--- src/rtl/nlqt_pkg.sv ---
`timescale 1ns / 1ps
package nlqt_pkg;

  localparam int Slots = 4;
  localparam int SlotW = 2;

  localparam logic [1:0] CMD_HELLO  = 2'd0;
  localparam logic [1:0] CMD_TICK   = 2'd1;
  localparam logic [1:0] CMD_REPORT = 2'd2;
  localparam logic [1:0] CMD_READ   = 2'd3;

  localparam logic [1:0] ST_UPDATED  = 2'd0;
  localparam logic [1:0] ST_INSERTED = 2'd1;
  localparam logic [1:0] ST_FULL     = 2'd2;
  localparam logic [1:0] ST_DONE     = 2'd3;

  localparam logic [7:0] MAX_AGE_RESET = 8'd15;

  // Divider: 24-bit dividend, one quotient bit per cycle.
  localparam int DivBits = 24;
  localparam logic [4:0] DIV_LAST = 5'd23;

  // Commands from the controller to the datapath.
  typedef struct packed {
    logic load;      // capture the input word and classify it
    logic div_start; // load the divider operands
    logic div_step;  // one quotient bit
    logic div_swap;  // first average done, start the second
    logic commit;    // write the table and build the result
  } nlqt_cmd_t;

  // Status from the datapath to the controller.
  typedef struct packed {
    logic need_div;  // a hello that hit a live entry
  } nlqt_stat_t;

endpackage

--- src/rtl/nlqt_ctrl.sv ---
`timescale 1ns / 1ps
module nlqt_ctrl (
  input  logic                clk,
  input  logic                rst,
  input  logic                in_valid,
  output logic                in_stall,
  output logic                out_valid,
  input  logic                out_stall,
  input  nlqt_pkg::nlqt_stat_t stat,
  output nlqt_pkg::nlqt_cmd_t  cmd
);
  import nlqt_pkg::*;

  localparam logic [2:0] S_IDLE = 3'd0;
  localparam logic [2:0] S_DEC  = 3'd1;
  localparam logic [2:0] S_DIVA = 3'd2;
  localparam logic [2:0] S_DIVB = 3'd3;
  localparam logic [2:0] S_COMM = 3'd4;

  logic [2:0] state, state_next;
  logic [4:0] cnt, cnt_next;
  logic       ovalid, ovalid_next;
  logic       accept;

  // A new word is taken only in the idle state, once the output register is free or being drained.
  assign in_stall  = (state != S_IDLE) || (ovalid && out_stall);
  assign accept    = in_valid && !in_stall;
  assign out_valid = ovalid;

  // Sequencer for one word.
  always_comb begin
    state_next = state;
    cnt_next = cnt;
    ovalid_next = ovalid && out_stall;
    cmd = '0;
    case (state)
      S_IDLE: begin
        if (accept) begin
          cmd.load = 1'b1;
          state_next = S_DEC;
        end
      end
      S_DEC: begin
        if (stat.need_div) begin
          cmd.div_start = 1'b1;
          cnt_next = '0;
          state_next = S_DIVA;
        end else begin
          state_next = S_COMM;
        end
      end
      S_DIVA: begin
        cmd.div_step = 1'b1;
        cnt_next = cnt + 5'd1;
        if (cnt == DIV_LAST) begin
          cnt_next = '0;
          state_next = S_DIVB;
        end
      end
      S_DIVB: begin
        if (cnt == 5'd0) begin
          cmd.div_swap = 1'b1;
        end else begin
          cmd.div_step = 1'b1;
        end
        cnt_next = cnt + 5'd1;
        if (cnt == DIV_LAST + 5'd1) begin
          state_next = S_COMM;
        end
      end
      S_COMM: begin
        cmd.commit = 1'b1;
        ovalid_next = 1'b1;
        state_next = S_IDLE;
      end
      default: begin
        state_next = S_IDLE;
      end
    endcase
  end

  // State registers.
  always_ff @(posedge clk) begin
    if (rst) begin
      state <= S_IDLE;
      cnt <= '0;
      ovalid <= 1'b0;
    end else begin
      state <= state_next;
      cnt <= cnt_next;
      ovalid <= ovalid_next;
    end
  end
endmodule

--- src/rtl/nlqt_dp.sv ---
`timescale 1ns / 1ps
module nlqt_dp (
  input  logic                 clk,
  input  logic                 rst,
  input  nlqt_pkg::nlqt_cmd_t  cmd,
  output nlqt_pkg::nlqt_stat_t stat,
  input  logic                 max_age_we,
  input  logic [7:0]           max_age_wdata,
  input  logic [1:0]           command,
  input  logic [15:0]          neighbor_addr,
  input  logic [15:0]          rssi_sample,
  input  logic [15:0]          lqi_sample,
  input  logic [7:0]           now_seconds,
  input  logic [1:0]           read_slot,
  output logic [1:0]           status,
  output logic [1:0]           slot,
  output logic                 entry_valid,
  output logic [15:0]          entry_addr,
  output logic [15:0]          entry_rssi,
  output logic [15:0]          entry_lqi,
  output logic [7:0]           entry_count,
  output logic [7:0]           entry_last_seen,
  output logic [3:0]           removed_mask
);
  import nlqt_pkg::*;

  logic [7:0]  max_age;
  logic [Slots-1:0] vld;
  logic [15:0] taddr [Slots];
  logic [15:0] trssi [Slots];
  logic [15:0] tlqi  [Slots];
  logic [7:0]  tcnt  [Slots];
  logic [7:0]  tseen [Slots];

  // Captured word.
  logic [1:0]  c_cmd;
  logic [15:0] c_addr, c_rssi, c_lqi;
  logic [7:0]  c_now;
  logic [1:0]  c_rslot;

  // Classification registered in the decode cycle.
  logic             hit_f, free_f;
  logic [SlotW-1:0] hit_i, free_i;
  logic [Slots-1:0] old_m;
  logic             hit_c, free_c;
  logic [SlotW-1:0] hit_ic, free_ic;
  logic [Slots-1:0] old_c;

  // Divider.
  logic [DivBits-1:0] dvd, quo, q_rssi;
  logic [8:0]         dvs;
  logic [9:0]         rem, trial;

  // Configuration register.
  always_ff @(posedge clk) begin
    if (rst) begin
      max_age <= MAX_AGE_RESET;
    end else if (max_age_we) begin
      max_age <= max_age_wdata;
    end
  end

  // Input capture.
  always_ff @(posedge clk) begin
    if (cmd.load) begin
      c_cmd <= command;
      c_addr <= neighbor_addr;
      c_rssi <= rssi_sample;
      c_lqi <= lqi_sample;
      c_now <= now_seconds;
      c_rslot <= read_slot;
    end
  end

  // Match, free-slot and age search over the table.
  always_comb begin
    hit_c = 1'b0;
    free_c = 1'b0;
    hit_ic = '0;
    free_ic = '0;
    for (int i = 0; i < Slots; i++) begin
      old_c[i] = vld[i] && ((c_now - tseen[i]) > max_age);
      if (vld[i] && taddr[i] == c_addr && !hit_c) begin
        hit_c = 1'b1;
        hit_ic = SlotW'(i);
      end
      if (!vld[i] && !free_c) begin
        free_c = 1'b1;
        free_ic = SlotW'(i);
      end
    end
  end

  always_ff @(posedge clk) begin
    hit_f <= hit_c;
    free_f <= free_c;
    hit_i <= hit_ic;
    free_i <= free_ic;
    old_m <= old_c;
  end

  assign stat.need_div = (c_cmd == CMD_HELLO) && hit_c;

  // Restoring divider, one quotient bit per step.
  assign trial = {rem[8:0], dvd[DivBits-1]};

  always_ff @(posedge clk) begin
    if (cmd.div_start) begin
      dvd <= DivBits'(trssi[hit_ic]) * DivBits'(tcnt[hit_ic]) + DivBits'(c_rssi);
      dvs <= {1'b0, tcnt[hit_ic]} + 9'd1;
      rem <= '0;
      quo <= '0;
    end else if (cmd.div_swap) begin
      q_rssi <= quo;
      dvd <= DivBits'(tlqi[hit_i]) * DivBits'(tcnt[hit_i]) + DivBits'(c_lqi);
      rem <= '0;
      quo <= '0;
    end else if (cmd.div_step) begin
      dvd <= {dvd[DivBits-2:0], 1'b0};
      if (trial >= {1'b0, dvs}) begin
        rem <= trial - {1'b0, dvs};
        quo <= {quo[DivBits-2:0], 1'b1};
      end else begin
        rem <= trial;
        quo <= {quo[DivBits-2:0], 1'b0};
      end
    end
  end

  // Table update and result register.
  always_ff @(posedge clk) begin
    if (rst) begin
      vld <= '0;
      for (int i = 0; i < Slots; i++) begin
        taddr[i] <= '0;
        trssi[i] <= '0;
        tlqi[i] <= '0;
        tcnt[i] <= '0;
        tseen[i] <= '0;
      end
    end else if (cmd.commit) begin
      status <= ST_DONE;
      slot <= '0;
      entry_valid <= 1'b0;
      entry_addr <= '0;
      entry_rssi <= '0;
      entry_lqi <= '0;
      entry_count <= '0;
      entry_last_seen <= '0;
      removed_mask <= '0;
      case (c_cmd)
        CMD_HELLO: begin
          if (hit_f) begin
            trssi[hit_i] <= q_rssi[15:0];
            tlqi[hit_i] <= quo[15:0];
            if (tcnt[hit_i] != 8'hFF) begin
              tcnt[hit_i] <= tcnt[hit_i] + 8'd1;
            end
            tseen[hit_i] <= c_now;
            status <= ST_UPDATED;
            slot <= 2'(hit_i);
          end else if (free_f) begin
            vld[free_i] <= 1'b1;
            taddr[free_i] <= c_addr;
            trssi[free_i] <= c_rssi;
            tlqi[free_i] <= c_lqi;
            tcnt[free_i] <= 8'd1;
            tseen[free_i] <= c_now;
            status <= ST_INSERTED;
            slot <= 2'(free_i);
          end else begin
            status <= ST_FULL;
          end
        end
        CMD_TICK: begin
          vld <= vld & ~old_m;
          removed_mask <= 4'(old_m);
        end
        CMD_REPORT: begin
          for (int i = 0; i < Slots; i++) begin
            if (vld[i]) begin
              tcnt[i] <= 8'd1;
            end
          end
        end
        default: begin
          slot <= c_rslot;
          if (vld[c_rslot]) begin
            entry_valid <= 1'b1;
            entry_addr <= taddr[c_rslot];
            entry_rssi <= trssi[c_rslot];
            entry_lqi <= tlqi[c_rslot];
            entry_count <= tcnt[c_rslot];
            entry_last_seen <= tseen[c_rslot];
          end
        end
      endcase
    end
  end
endmodule

--- src/rtl/neighbor_link_quality_table_unit.sv ---
`timescale 1ns / 1ps
// Every word passes through the decode and commit states; a hello that updates a live
// entry also runs two 24-step divisions between them.
// One word at a time: the next is taken, at the earliest, in the cycle its result is taken.
// The shared restoring divider sets the update time.
// Reset (rst, synchronous) clears the table and sets max_age to 15.
module neighbor_link_quality_table_unit (
  input  logic        clk,
  input  logic        rst,
  input  logic        in_valid,
  output logic        in_stall,
  input  logic [1:0]  command,
  input  logic [15:0] neighbor_addr,
  input  logic [15:0] rssi_sample,
  input  logic [15:0] lqi_sample,
  input  logic [7:0]  now_seconds,
  input  logic [1:0]  read_slot,
  input  logic        cfg_we,
  input  logic [7:0]  cfg_wdata,
  output logic        out_valid,
  input  logic        out_stall,
  output logic [1:0]  status,
  output logic [1:0]  slot,
  output logic        entry_valid,
  output logic [15:0] entry_addr,
  output logic [15:0] entry_rssi,
  output logic [15:0] entry_lqi,
  output logic [7:0]  entry_count,
  output logic [7:0]  entry_last_seen,
  output logic [3:0]  removed_mask
);
  import nlqt_pkg::*;

  nlqt_cmd_t  cmd;
  nlqt_stat_t stat;

  // Sequencer.
  nlqt_ctrl u_ctrl (
    .clk(clk), .rst(rst), .in_valid(in_valid), .in_stall(in_stall),
    .out_valid(out_valid), .out_stall(out_stall), .stat(stat), .cmd(cmd)
  );

  // Table, divider and result register.
  nlqt_dp u_dp (
    .clk(clk), .rst(rst), .cmd(cmd), .stat(stat),
    .max_age_we(cfg_we), .max_age_wdata(cfg_wdata),
    .command(command), .neighbor_addr(neighbor_addr),
    .rssi_sample(rssi_sample), .lqi_sample(lqi_sample),
    .now_seconds(now_seconds), .read_slot(read_slot),
    .status(status), .slot(slot), .entry_valid(entry_valid),
    .entry_addr(entry_addr), .entry_rssi(entry_rssi), .entry_lqi(entry_lqi),
    .entry_count(entry_count), .entry_last_seen(entry_last_seen),
    .removed_mask(removed_mask)
  );
endmodule
--- config.mk ---
export PLATFORM = sky130hd
export DESIGN_NAME = neighbor_link_quality_table_unit
export DESIGN_NICKNAME = d
export VERILOG_FILES = /design/src/rtl/nlqt_pkg.sv /design/src/rtl/nlqt_ctrl.sv /design/src/rtl/nlqt_dp.sv /design/src/rtl/neighbor_link_quality_table_unit.sv
export SDC_FILE = /design/constraint.sdc
export NUM_CORES = 1
export LEC_CHECK = 0
export ABC_AREA = 1
export ABC_CLOCK_PERIOD_IN_PS = 15800
export BUFFER_PORTS_ARGS = -buffer_cell sky130_fd_sc_hd__buf_2
export CORE_MARGIN = 8
export CORE_UTILIZATION = 59
export DETAILED_ROUTE_END_ITERATION = 6
export MAX_ROUTING_LAYER = met4
export PLACE_DENSITY = 0.81
export SLEW_MARGIN = 15
export SYNTH_ARGS = -nofsm -noshare
export SYNTH_HDL_FRONTEND = slang
export SYNTH_SLANG_ARGS = --single-unit
--- constraint.sdc ---
create_clock -name clk -period 15.8 [get_ports clk]
set_input_delay 1.58 -clock clk [delete_from_list [all_inputs] [get_ports clk]]
set_output_delay 1.58 -clock clk [all_outputs]
set_load 0.05 [all_outputs]
==> results.sh <==
export IMPL_insertion_delay_ns=0.63
export IMPL_cts_buffers=54
export IMPL_hpwl_um=70600
export IMPL_clock_tree_root_cell="clkbuf_16"
export IMPL_max_vdd_ir_drop_mv=0.0931
export IMPL_syn_num_nets=4398
export IMPL_finalSetupTns_ns=0
export IMPL_setup_violations=0
export IMPL_cpMaxStageDelayCell="nand2_4"
export IMPL_grt_pass1_wl_um=153000
export IMPL_layout_setup_ws_ns=8.60
export IMPL_n_antenna_cell=0
export IMPL_post_route_drc_count=0
export IMPL_cts_htree_levels=2
export IMPL_max_cap_viol_count=0
export IMPL_cp_data_arrival_time_ns=7.57
export IMPL_power_total_uw=4020
export IMPL_first_global_vias=28000
export IMPL_pre_cts_slack_ns=8.76
export IMPL_clock_skew_ns=0.0302
export IMPL_post_cts_resized=0
export IMPL_finish_utilization=0.650
export IMPL_core_area_mm2=0.0578
export IMPL_fmax_mhz=139
export IMPL_wire_per_inst_um=20.1
export IMPL_grtUsageTotal=0.298
export IMPL_synth_seq_cells=494
export IMPL_hp_class="register to register"
export IMPL_start_util=0.598
export IMPL_cts_hold_buf=0
export IMPL_synth_yosys_warnings=0
export IMPL_die_height_um=258
export IMPL_setup_worst_path_start_class="register"
export IMPL_end_kind="register"
export IMPL_worst_pin_slew_ns=1.16
export IMPL_ant_nets=0
export IMPL_async_reset_ff_frac=0
export IMPL_p_leak_uw=0.0168
export IMPL_cp_required_ns=16.17
export IMPL_status="complete, no violations"
export IMPL_nets=4489
export IMPL_gr_total_overflow=0
export IMPL_yosysTopAreaCell="edfxtp_1"
export IMPL_synthMostInstantiatedCell="inv_1"
export IMPL_cts_tree="done"
export IMPL_synth_distinct_cells=66
export IMPL_dr_pass1_iters=6
export IMPL_synth_edff_count=438
export IMPL_drive_gt1_frac=0.0962
export IMPL_max_slew_margin=0.226
export IMPL_synth_top_cell_area_share=0.381
export IMPL_holdWs_ns=0.475
export IMPL_crit_fanout=68
export IMPL_grt_max_degree=118
export IMPL_post_cts_setup_buffers=0
export IMPL_ys_flop_type="edfxtp_1"
export IMPL_die_w_um=258
export IMPL_rsz0062_at_grt="false"
export IMPL_netlist_top_cells_count="inv_1, nand2_1, nor2_1"
export IMPL_synthCells=3959
export IMPL_hold_viol=0
export IMPL_antenna_found_initial=0
export IMPL_nFillCells=4636
export IMPL_avgSynthCellArea_um2=8.72
export IMPL_clock_sinks=494
export IMPL_path_clk_slew_ns=0.06
export IMPL_critical_path_max_stage_delay_ns=0.59
export IMPL_via_per_inst=5.79
export IMPL_area_delta_synth_final_pct=8.72
export IMPL_routed_wl_um=97600
export IMPL_drv_slew=0
export IMPL_pin_count=148
export IMPL_yosysSeqAreaShare=0.413
export IMPL_min_period_ns=7.20
export IMPL_port_buffers=147
export IMPL_cts_path_max_buffers=3
export IMPL_place_congestion=0.970
export IMPL_yosys_top_cells_area="edfxtp_1, fa_1, inv_1"
export IMPL_num_vias=28100
export IMPL_drt_iter0_drc=3269
export IMPL_critPathKind="register to register"
export IMPL_power_density_mw_per_mm2=107
export IMPL_row_count=88
export IMPL_dieArea_mm2=0.0665
export IMPL_timing_final_crit_share=0.456
export IMPL_syn_area_mm2=0.0345
cell type report:
type	instances	area (um2)	share of cell area
Inverter	777	2920	0.0778
Tap cell	765	957	0.0255
Timing Repair Buffer	172	923	0.0246
Multi-Input combinational cell	2551	16700	0.445
Clock buffer	75	1500	0.0400
Clock inverter	25	249	0.00663
Sequential cell	494	14300	0.380
metrics by stage:
stage | instances | area [um2]
4_1_cts | 4859 | 37600
3_3_place_gp | 4759 | 35800
5_1_grt | 4859 | 37600
2_1_floorplan | 3959 | 34500
3_5_place_dp | 4759 | 35800
6_report | 4859 | 37600
cell families (layout without fill, tap and decap cells):
family | after synthesis | in the layout | synth area share
AOI/OAI and AO/OA | 740 | 740 | 0.121
buffers and inverters | 914 | 1049 | 0.104
DFF | 494 | 494 | 0.413
adders and majority gates | 366 | 366 | 0.177
and+or+nand+nor | 1373 | 1373 | 0.167
xor gates and xnor gates | 72 | 72 | 0.0183
registers in the layout (all words and copies together), names as in the netlist, 5 cells and up:
| signal | cells |
|---|---|
| u_ctrl.cnt | 5 |
| u_dp.c_addr | 16 |
| u_dp.c_lqi | 16 |
| u_dp.c_now | 8 |
| u_dp.c_rssi | 16 |
| u_dp.dvd | 24 |
| u_dp.dvs | 9 |
| u_dp.entry_addr | 16 |
| u_dp.entry_count | 8 |
| u_dp.entry_last_seen | 8 |
| u_dp.entry_lqi | 16 |
| u_dp.entry_rssi | 16 |
| u_dp.max_age | 8 |
| u_dp.q_rssi | 16 |
| u_dp.quo | 16 |
| u_dp.rem | 9 |
| u_dp.taddr | 64 |
| u_dp.tcnt | 32 |
| u_dp.tlqi | 64 |
| u_dp.trssi | 64 |
| u_dp.tseen | 32 |
cells in the final DEF (no fill, tap or decap), types with 7 or more instances in the layout:
master / count
inv_2: 48
nand2_2: 23
buf_2: 147
nand2_1: 669
nand3_2: 15
o211ai_1: 20
clkinv_1: 9
clkbuf_1: 16
ha_1: 161
edfxtp_1: 438
nor3_1: 14
nor2_1: 486
buf_4: 25
nand3_1: 95
clkinv_2: 9
o21ai_0: 210
nor2_4: 7
o211ai_2: 15
o21ai_1: 24
inv_1: 724
fa_1: 205
o22ai_1: 28
dfxtp_1: 55
a21oi_1: 363
nand3b_1: 7
a31oi_1: 9
xor2_1: 37
nor2_2: 7
nand4_1: 23
a32oi_1: 19
xnor2_1: 35
clkbuf_16: 56
a21o_1: 8
critical path, delay by kind of cell, from the launching register on:
family | cells | cell delay [ns]
xor gates and xnor gates | 1 | 0.09
AOI/OAI and AO/OA | 8 | 1.76
and+or+nand+nor | 10 | 1.54
adders and majority gates | 5 | 2.36
DFF | 1 | 0.55
buffers and inverters | 6 | 0.58
path summary, 6_finish.rpt:
| kind | end | slack, ns | cells after the start | startpoint |
|---|---|---|---|---|
| worst max register to register | u_dp.dvd[19]$_DFFE_PP_ | 8.60 | 30 | u_dp.vld[3]$_SDFFE_PP0P_ |
| worst max-delay path | u_dp.dvd[19]$_DFFE_PP_ | 8.60 | 30 | u_dp.vld[3]$_SDFFE_PP0P_ |
| worst min register to register | u_dp.rem[8]$_SDFFE_PP0P_ | 0.48 | 2 | u_dp.rem[8]$_SDFFE_PP0P_ |
| worst min-delay path | u_dp.rem[8]$_SDFFE_PP0P_ | 0.48 | 2 | u_dp.rem[8]$_SDFFE_PP0P_ |
power by group:
| group | switching (uW) | leakage (uW) | internal (uW) |
|---|---|---|---|
| clock network | 540 | 0.000857 | 731 |
| registers | 45.4 | 0.00476 | 1490 |
| logic | 813 | 0.0112 | 396 |
| total | 1400 | 0.0168 | 2620 |
layer usage:
metal / GRT usage / part of all wire / wire length (um)
met1: 0.386 / 0.40 / 38800
met5: - / 0 / 0
met4: 0.118 / 0.042 / 4110
met2: 0.469 / 0.46 / 44700
met3: 0.0500 / 0.10 / 10000
No activity file was read; power rests on OpenSTA's default activity.
